$ cat src/sv/srfp_pkg.sv
// Package for the serial report frame parser.
// Holds the configuration and result structs, event and register codes, and widths.
// No dependencies; every other file of the block imports it.
`timescale 1ns / 1ps

package srfp_pkg;

  // Number of payload bytes that are kept for dispatch by default.
  localparam int unsigned KEPT_PAYLOAD_DEF = 4;

  // Smallest legal total frame length: two markers, length, type, end mark.
  localparam logic [7:0] MIN_FRAME_LEN = 8'd5;

  // Configuration port address width: six registers at byte addresses 4*i.
  localparam int unsigned APB_ADDR_W = 5;
  localparam int unsigned APB_DATA_W = 32;

  // Packed stream widths.
  localparam int unsigned S_TDATA_W = 8;
  localparam int unsigned M_TDATA_W = 48;
  localparam int unsigned M_TUSER_W = 2;

  typedef enum logic [1:0] {
    EV_NONE  = 2'd0,
    EV_TRACK = 2'd1,
    EV_HELLO = 2'd2,
    EV_ERROR = 2'd3
  } event_e;

  typedef enum logic [2:0] {
    REG_START1    = 3'd0,
    REG_START2    = 3'd1,
    REG_END       = 3'd2,
    REG_MAX_LEN   = 3'd3,
    REG_TRACK_RPT = 3'd4,
    REG_HELLO     = 3'd5
  } reg_idx_e;

  typedef struct packed {
    logic [7:0] start_byte_one;
    logic [7:0] start_byte_two;
    logic [7:0] end_byte;
    logic [7:0] max_frame_length;
    logic [7:0] track_report_code;
    logic [7:0] hello_code;
  } cfg_t;

  typedef struct packed {
    event_e      event_res;
    logic [15:0] track_number;
    logic        track_playing;
    logic [7:0]  voice_count;
    logic [15:0] track_total;
    logic        hello_seen;
  } res_t;

endpackage

$ cat src/sv/serial_report_frame_parser.sv
// Top level of the serial report frame parser: stream ports, input and result registers.
// Depends on srfp_pkg, srfp_cfg_regs and srfp_deframer.
//
// Channel   | Direction | Handshake              | Payload
// ----------+-----------+------------------------+-------------------------------------
// s_axis    | in        | tvalid / tready        | tdata[7:0] rx_byte
// m_axis    | out       | tvalid / tready        | tdata status fields, tuser event_res
// apb       | in        | psel, penable, pready  | paddr, pwdata, prdata (six registers)
//
// Each received byte is one item and produces exactly one result item. An accepted item
// is held in the input register, is processed by the deframer logic and lands in the
// result register, from which it is presented on m_axis. One item per cycle is sustained
// while m_axis_tready stays high. Reset clears the frame state and the reported status to
// zero and loads the register defaults. When the result side stalls, the input register
// holds its item and s_axis_tready drops only once both registers are full.
`timescale 1ns / 1ps

module serial_report_frame_parser #(
  parameter int unsigned KEPT_PAYLOAD = srfp_pkg::KEPT_PAYLOAD_DEF
) (
  input  logic                             clk_i,
  input  logic                             rst_ni,
  // Received byte stream.
  input  logic                             s_axis_tvalid,
  output logic                             s_axis_tready,
  input  logic [srfp_pkg::S_TDATA_W-1:0]   s_axis_tdata,   // [7:0] rx_byte
  // Result stream.
  output logic                             m_axis_tvalid,
  input  logic                             m_axis_tready,
  // [15:0] track_number, [16] track_playing, [24:17] voice_count,
  // [40:25] track_total, [41] hello_seen, [47:42] zero
  output logic [srfp_pkg::M_TDATA_W-1:0]   m_axis_tdata,
  output logic [srfp_pkg::M_TUSER_W-1:0]   m_axis_tuser,   // [1:0] event_res
  // Configuration port.
  input  logic                             psel,
  input  logic                             penable,
  input  logic                             pwrite,
  input  logic [srfp_pkg::APB_ADDR_W-1:0]  paddr,
  input  logic [srfp_pkg::APB_DATA_W-1:0]  pwdata,
  output logic [srfp_pkg::APB_DATA_W-1:0]  prdata,
  output logic                             pready
);
  import srfp_pkg::*;

  cfg_t       cfg;
  res_t       res;
  res_t       res_q;
  logic       in_valid_q;
  logic [7:0] in_byte_q;
  logic       out_valid_q;
  logic       advance;

  srfp_cfg_regs u_cfg_regs (
    .clk_i   (clk_i),
    .rst_ni  (rst_ni),
    .psel    (psel),
    .penable (penable),
    .pwrite  (pwrite),
    .paddr   (paddr),
    .pwdata  (pwdata),
    .prdata  (prdata),
    .pready  (pready),
    .cfg_o   (cfg)
  );

  // The held byte moves on whenever the result register is empty or being drained.
  assign advance       = in_valid_q && (!out_valid_q || m_axis_tready);
  assign s_axis_tready = !in_valid_q || advance;

  srfp_deframer #(
    .KEPT_PAYLOAD (KEPT_PAYLOAD)
  ) u_deframer (
    .clk_i     (clk_i),
    .rst_ni    (rst_ni),
    .cfg_i     (cfg),
    .step_i    (advance),
    .rx_byte_i (in_byte_q),
    .res_o     (res)
  );

  always_ff @(posedge clk_i or negedge rst_ni) begin
    if (!rst_ni) begin
      in_valid_q  <= 1'b0;
      out_valid_q <= 1'b0;
    end else begin
      if (s_axis_tready) begin
        in_valid_q <= s_axis_tvalid;
      end
      if (advance) begin
        out_valid_q <= 1'b1;
      end else if (m_axis_tready) begin
        out_valid_q <= 1'b0;
      end
    end
  end

  always_ff @(posedge clk_i) begin
    if (s_axis_tready && s_axis_tvalid) begin
      in_byte_q <= s_axis_tdata;
    end
    if (advance) begin
      res_q <= res;
    end
  end

  assign m_axis_tvalid = out_valid_q;
  assign m_axis_tuser  = res_q.event_res;
  assign m_axis_tdata  = {6'd0, res_q.hello_seen, res_q.track_total, res_q.voice_count,
                          res_q.track_playing, res_q.track_number};

endmodule

$ cat src/sv/srfp_cfg_regs.sv
// Configuration register bank of the serial report frame parser, on an APB-style port.
// Depends on srfp_pkg for the register codes, widths and the cfg_t struct.
`timescale 1ns / 1ps

module srfp_cfg_regs (
  input  logic                               clk_i,
  input  logic                               rst_ni,
  input  logic                               psel,
  input  logic                               penable,
  input  logic                               pwrite,
  input  logic [srfp_pkg::APB_ADDR_W-1:0]    paddr,
  input  logic [srfp_pkg::APB_DATA_W-1:0]    pwdata,
  output logic [srfp_pkg::APB_DATA_W-1:0]    prdata,
  output logic                               pready,
  output srfp_pkg::cfg_t                     cfg_o
);
  import srfp_pkg::*;

  cfg_t     cfg_q, cfg_d;
  logic     wr_en;
  reg_idx_e idx;

  assign pready = 1'b1;
  assign wr_en  = psel && penable && pwrite && pready;
  assign idx    = reg_idx_e'(paddr[4:2]);

  always_comb begin
    cfg_d = cfg_q;
    if (wr_en) begin
      unique case (idx)
        REG_START1:    cfg_d.start_byte_one    = pwdata[7:0];
        REG_START2:    cfg_d.start_byte_two    = pwdata[7:0];
        REG_END:       cfg_d.end_byte          = pwdata[7:0];
        REG_MAX_LEN:   cfg_d.max_frame_length  = pwdata[7:0];
        REG_TRACK_RPT: cfg_d.track_report_code = pwdata[7:0];
        REG_HELLO:     cfg_d.hello_code        = pwdata[7:0];
        default:       cfg_d = cfg_q;
      endcase
    end
  end

  always_comb begin
    unique case (idx)
      REG_START1:    prdata = {24'd0, cfg_q.start_byte_one};
      REG_START2:    prdata = {24'd0, cfg_q.start_byte_two};
      REG_END:       prdata = {24'd0, cfg_q.end_byte};
      REG_MAX_LEN:   prdata = {24'd0, cfg_q.max_frame_length};
      REG_TRACK_RPT: prdata = {24'd0, cfg_q.track_report_code};
      REG_HELLO:     prdata = {24'd0, cfg_q.hello_code};
      default:       prdata = '0;
    endcase
  end

  always_ff @(posedge clk_i or negedge rst_ni) begin
    if (!rst_ni) begin
      cfg_q.start_byte_one    <= 8'd240;
      cfg_q.start_byte_two    <= 8'd170;
      cfg_q.end_byte          <= 8'd85;
      cfg_q.max_frame_length  <= 8'd32;
      cfg_q.track_report_code <= 8'd141;
      cfg_q.hello_code        <= 8'd228;
    end else begin
      cfg_q <= cfg_d;
    end
  end

  assign cfg_o = cfg_q;

endmodule

$ cat src/sv/srfp_deframer.sv
// Frame state, payload store and message dispatch of the serial report frame parser.
// Depends on srfp_pkg for cfg_t, res_t, event codes and the minimum frame length.
`timescale 1ns / 1ps

module srfp_deframer #(
  parameter int unsigned KEPT_PAYLOAD = srfp_pkg::KEPT_PAYLOAD_DEF
) (
  input  logic           clk_i,
  input  logic           rst_ni,
  input  srfp_pkg::cfg_t cfg_i,
  input  logic           step_i,
  input  logic [7:0]     rx_byte_i,
  output srfp_pkg::res_t res_o
);
  import srfp_pkg::*;

  localparam int unsigned IdxW = $clog2(KEPT_PAYLOAD);
  localparam logic [7:0] PosIdle    = 8'd0;
  localparam logic [7:0] PosStart2  = 8'd1;
  localparam logic [7:0] PosLength  = 8'd2;
  localparam logic [7:0] PosPayload = 8'd3;
  localparam logic [7:0] KeptBytes  = 8'(KEPT_PAYLOAD);

  logic [7:0]  pos_q, pos_d;
  logic [7:0]  end_pos_q, end_pos_d;
  logic [7:0]  store_q [KEPT_PAYLOAD];
  logic [15:0] track_q, track_d;
  logic        playing_q, playing_d;
  logic [7:0]  voices_q, voices_d;
  logic [15:0] tracks_q, tracks_d;
  logic        hello_q, hello_d;

  logic        is_marker;
  logic [7:0]  slot;
  logic        store_wr;
  event_e      ev;

  assign is_marker = (rx_byte_i == cfg_i.start_byte_one) ||
                     (rx_byte_i == cfg_i.start_byte_two) ||
                     (rx_byte_i == cfg_i.end_byte);
  assign slot = pos_q - PosPayload;

  always_comb begin
    pos_d     = pos_q;
    end_pos_d = end_pos_q;
    track_d   = track_q;
    playing_d = playing_q;
    voices_d  = voices_q;
    tracks_d  = tracks_q;
    hello_d   = hello_q;
    store_wr  = 1'b0;
    ev        = EV_NONE;
    priority if (pos_q == PosIdle) begin
      if (rx_byte_i == cfg_i.start_byte_one) begin
        pos_d = PosStart2;
      end
    end else if (pos_q == PosStart2) begin
      if (rx_byte_i != cfg_i.start_byte_two) begin
        ev        = EV_ERROR;
        pos_d     = PosIdle;
        end_pos_d = '0;
      end else begin
        pos_d = PosLength;
      end
    end else if (pos_q == PosLength) begin
      if (is_marker || (rx_byte_i < MIN_FRAME_LEN) ||
          (rx_byte_i > cfg_i.max_frame_length)) begin
        ev        = EV_ERROR;
        pos_d     = PosIdle;
        end_pos_d = '0;
      end else begin
        end_pos_d = rx_byte_i - 8'd1;
        pos_d     = PosPayload;
      end
    end else if (pos_q < end_pos_q) begin
      if (is_marker) begin
        ev        = EV_ERROR;
        pos_d     = PosIdle;
        end_pos_d = '0;
      end else begin
        store_wr = (slot < KeptBytes);
        pos_d    = pos_q + 8'd1;
      end
    end else if ((pos_q == end_pos_q) && (rx_byte_i == cfg_i.end_byte)) begin
      pos_d     = PosIdle;
      end_pos_d = '0;
      // The message type in the first payload byte selects the update;
      // a track report wins when both codes are equal.
      priority if (store_q[0] == cfg_i.track_report_code) begin
        ev        = EV_TRACK;
        track_d   = {store_q[2], store_q[1]};
        playing_d = (store_q[3] != 8'd0);
      end else if (store_q[0] == cfg_i.hello_code) begin
        ev       = EV_HELLO;
        voices_d = store_q[1];
        tracks_d = {store_q[3], store_q[2]};
        hello_d  = 1'b1;
      end else begin
        ev = EV_NONE;
      end
    end else begin
      ev        = EV_ERROR;
      pos_d     = PosIdle;
      end_pos_d = '0;
    end
  end

  always_ff @(posedge clk_i or negedge rst_ni) begin
    if (!rst_ni) begin
      pos_q     <= '0;
      end_pos_q <= '0;
      track_q   <= '0;
      playing_q <= 1'b0;
      voices_q  <= '0;
      tracks_q  <= '0;
      hello_q   <= 1'b0;
    end else if (step_i) begin
      pos_q     <= pos_d;
      end_pos_q <= end_pos_d;
      track_q   <= track_d;
      playing_q <= playing_d;
      voices_q  <= voices_d;
      tracks_q  <= tracks_d;
      hello_q   <= hello_d;
    end
  end

  // Payload bytes have no reset; a short frame can leave entries read at dispatch unwritten or stale.
  always_ff @(posedge clk_i) begin
    if (step_i && store_wr) begin
      store_q[slot[IdxW-1:0]] <= rx_byte_i;
    end
  end

  assign res_o.event_res     = ev;
  assign res_o.track_number  = track_d;
  assign res_o.track_playing = playing_d;
  assign res_o.voice_count   = voices_d;
  assign res_o.track_total   = tracks_d;
  assign res_o.hello_seen    = hello_d;

endmodule
$ cat config.mk
export PLATFORM = sky130hd
export DESIGN_NAME = serial_report_frame_parser
export DESIGN_NICKNAME = d
export VERILOG_FILES = /design/src/sv/srfp_pkg.sv /design/src/sv/serial_report_frame_parser.sv /design/src/sv/srfp_cfg_regs.sv /design/src/sv/srfp_deframer.sv
export SDC_FILE = /design/constraint.sdc
export NUM_CORES = 1
export LEC_CHECK = 0
export ABC_AREA = 1
export BUFFER_PORTS_ARGS = -buffer_cell sky130_fd_sc_hd__buf_2
export CAP_MARGIN = 20
export CORE_MARGIN = 5
export CORE_UTILIZATION = 30
export CTS_CLUSTER_SIZE = 10
export DETAILED_ROUTE_END_ITERATION = 8
export HOLD_SLACK_MARGIN = 0.15
export PLACE_DENSITY_LB_ADDON = 0.25
export SLEW_MARGIN = 20
export SYNTH_ARGS = -nofsm -noshare
export SYNTH_HDL_FRONTEND = slang
export SYNTH_SLANG_ARGS = --single-unit
export TNS_END_PERCENT = 20
$ cat constraint.sdc
create_clock -name clk_i -period 4.7 [get_ports clk_i]
set_clock_uncertainty 0.15 [all_clocks]
set_input_delay 0.94 -clock clk_i [delete_from_list [all_inputs] [get_ports clk_i]]
set_output_delay 0.94 -clock clk_i [all_outputs]
set_load 0.03 [all_outputs]
==> results.cfg <==
[outcome]
status = complete, no violations

[power_and_ir_drop]
power_frac_comb_pct = 24.9
p_clk_share_pct = 29.3
intPower_w = 0.00314
switching_power_w = 0.00172
seq_power_share_pct = 45.8
ir_drop_v = 0.000279
power.density_nw_per_um2 = 447
swShare_pct = 35.4
p_total_w = 0.00486
leakage_nw = 5.06

[clock_tree]
hold_buffers = 0
h-tree-depth = 4
cts_tree = yes
cts_buffers = 17
post_cts_resized = 0
cts_num_sinks = 192
clk_latency_ns = 0.45
clockBufferDepth = 2
root_buffer = clkbuf_16
post_cts_buffers = 0
clk_pin_slew_ns = 0.08

[logic_synthesis]
synth_adder_area_share_pct = 3.12
synth_top_family_by_area = simple AND/OR/NAND/NOR gates
synth_commonest_cells = 316 x nand2_1, 140 x inv_1, 125 x o21ai_0
synth-edff-count = 84
synth_ff_type = dfrtp_1
ys_top_cells_by_area = edfxtp_1 26%, dfrtp_1 23%, nand2_1 12%, o21ai_0 6.5%, dfstp_2 5.7%
synth_compound_area_share_pct = 8.97
synth-xor-area-share_pct = 1.73
synth.avg_cell_area_um2 = 8.85
yosysSeqAreaShare_pct = 54.6
synth_mux_area_share_pct = 0
async_flop_share_pct = 56.3
ys_types = 40
syn_inst = 1086
synthesis.area_um2 = 9610
synth_top_cell_by_area = edfxtp_1
synth.most_common_cell = nand2_1
synth_warnings = 0
ys_ff_latch = 192
synthDominantCellAreaShare_pct = 26.2
synth-simple-area-share_pct = 21.6

[placed_design]
dpl-instance-area_um2 = 10300
gp_congestion = 0.832
io_buffers = 79
dpl.hpwl_um = 16400

[routing]
antenna_left = 0
drc = 0
via_per_inst = 4.45
dr.pass1.iters = 7
wirelength_um = 23000
wl_per_cell_um = 14.6
vias = 7016
drt-met1-wl_um = 11000
highest_layer = met4
wl_met2_um = 10700
wl_met3_um = 1010
drt_iter0_drc = 535

[grt]
grt_pass1_wl_um = 36900
grt_max_degree = 79
grt_antenna_before_repair = 0
grt_overflow = 0
grt_pass1_vias = 6782
grt_usage_pct = 13.1

[floorplanning]
die_w_um = 189
core.rowCount = 65
core_um2 = 31600
die_h_um = 189
dieArea_um2 = 35700
start_util_pct = 30.4
ioPinCount = 137

[cells_and_area]
final-seq-area_um2 = 5250
antenna_cells = 0
syn_to_final_growth_pct = 12.9
nets = 1236
stdcell_area_um2 = 10900
drive_gt1_share_pct = 13.7
nFillCells = 3331
multiInputGateArea_um2 = 3520

[setup_path]
critical_path_class = in2out
critPathMaxFanout = 7
cp.arrival_ns = 2.41
crit_path_end_kind = output pin
slowest_stage = nor3_1
crit_required_ns = 3.61
slowest_delay_ns = 0.34
worstSetupStartpointType = input port
path_cells = buf_2, inv_1, nor3_1, inv_1, o22ai_1, a21oi_1, nand3_1, buf_2

[sta]
grt_setup_unrepaired = false
fmax_mhz = 286
finalCriticalPeriod_ns = 3.50
worst_pin_slew_ns = 0.954
setup_viol = 0
fin_crit_sh_pct = 74.5
timing_hold_violations_final = 0
slew_headroom_pct = 36.1
slew_violations = 0
fin_setup_tns_ns = 0

[flow_run]
max_cap_viol_count = 0

[worst_hold_path]
holdCritPathClass = reg2reg
[through the flow]
step / instances / hold WS (ns) / setup WS (ns) / util (%)
after floorplan: 1115 / 0.277 / 1.65 / -
after global placement: 1543 / 0.289 / 1.28 / 32.5
after detailed placement: 1543 / 0.301 / 1.23 / 32.5
after CTS: 1575 / 0.321 / 1.22 / 34.3
after global routing: 1575 / 0.339 / 0.999 / 34.3
final: 1575 / 0.315 / 1.20 / 34.3
[worst paths after layout]
kind | slack (ns) | cells past startpoint | end | from
worst max-delay path | 1.20 | 8 | prdata[0] | paddr[2]
worst min-delay path | 0.32 | 2 | u_deframer.hello_q$_DFFE_PN0P_ | u_deframer.hello_q$_DFFE_PN0P_
worst max register to register | 1.33 | 13 | u_deframer.voices_q[0]$_DFFE_PN0P_ | in_byte_q[7]$_DFFE_PP_
worst min register to register | 0.32 | 2 | u_deframer.hello_q$_DFFE_PN0P_ | u_deframer.hello_q$_DFFE_PN0P_
max in group asynchronous | 3.17 | 2 | u_cfg_regs.cfg_o[21]$_DFFE_PN1P_ | rst_ni
min in group asynchronous | 0.40 | 1 | u_deframer.hello_q$_DFFE_PN0P_ | rst_ni
[kinds of logic after synthesis]
kind of cell,after synthesis
and+or+nand+nor,481
AOI/OAI and AO/OA,162
buffers and inverters,206
DFF,192
xor gates and xnor gates,19
other,2
adders and majority gates,24
[state kept, by name, indices dropped and copies added, names as in the netlist, 2 cells and up]
| register | flops |
|---|---|
| u_deframer.store_q | 32 |
| m_axis_tdata | 42 |
| u_deframer.track_q | 16 |
| m_axis_tuser | 2 |
| u_deframer.tracks_q | 16 |
| in_byte_q | 8 |
| u_cfg_regs.cfg_o | 48 |
| u_deframer.end_pos_q | 8 |
| u_deframer.pos_q | 8 |
| u_deframer.voices_q | 8 |
[critical path, delay by kind of cell]
family | cells | cell delay [ns]
AO/OA/AOI/OAI | 2 | 0.29
buffers and inverters | 4 | 0.65
AND/OR/NAND/NOR | 2 | 0.52
[area by class of cell]
| class | count | share of cell area, % |
|---|---|---|
| Clock buffer | 18 | 3.95 |
| Inverter | 148 | 5.12 |
| Timing Repair Buffer | 84 | 4.13 |
| Sequential cell | 192 | 48.4 |
| Multi-Input combinational cell | 717 | 32.5 |
| Clock inverter | 14 | 1.31 |
| Tap cell | 402 | 4.64 |
[routing by layer]
metal	vias up	track usage [%]
li1	3594	-
met1	3235	18.0
met2	162	21.2
met3	25	2.60
met4	0	3.34
met5	-	0
[cell usage in the layout, fill, tap and decap left out, drive strengths merged, types with 6 or more instances in the layout]
cell    Yosys  routed
dfrtp      87      87
ha         24      24
and2       18      18
nand2     318     318
inv       148     156
nand3      55      55
a21oi      16      16
dfstp      21      21
clkbuf     11      18
buf        47      84
a221oi      6       6
nand4      12      12
edfxtp     84      84
nor2       52      52
xor2       12      12
xnor2       7       7
nor3       18      18
o22ai       6       6
o21ai     126     126
conb        2      31
[power by group through the flow]
stage	clock [W]	combinational (W)	sequential (W)
finish	0.00142	0.00121	0.00222
global route	0.00153	0.00137	0.00226
CTS	0.00146	0.00122	0.00223
detailed placement	0	0.00122	0.00226
global placement	0	0.00120	0.00226
floorplan	0	0.000776	0.00236
Power figures use the tool's default switching activity.
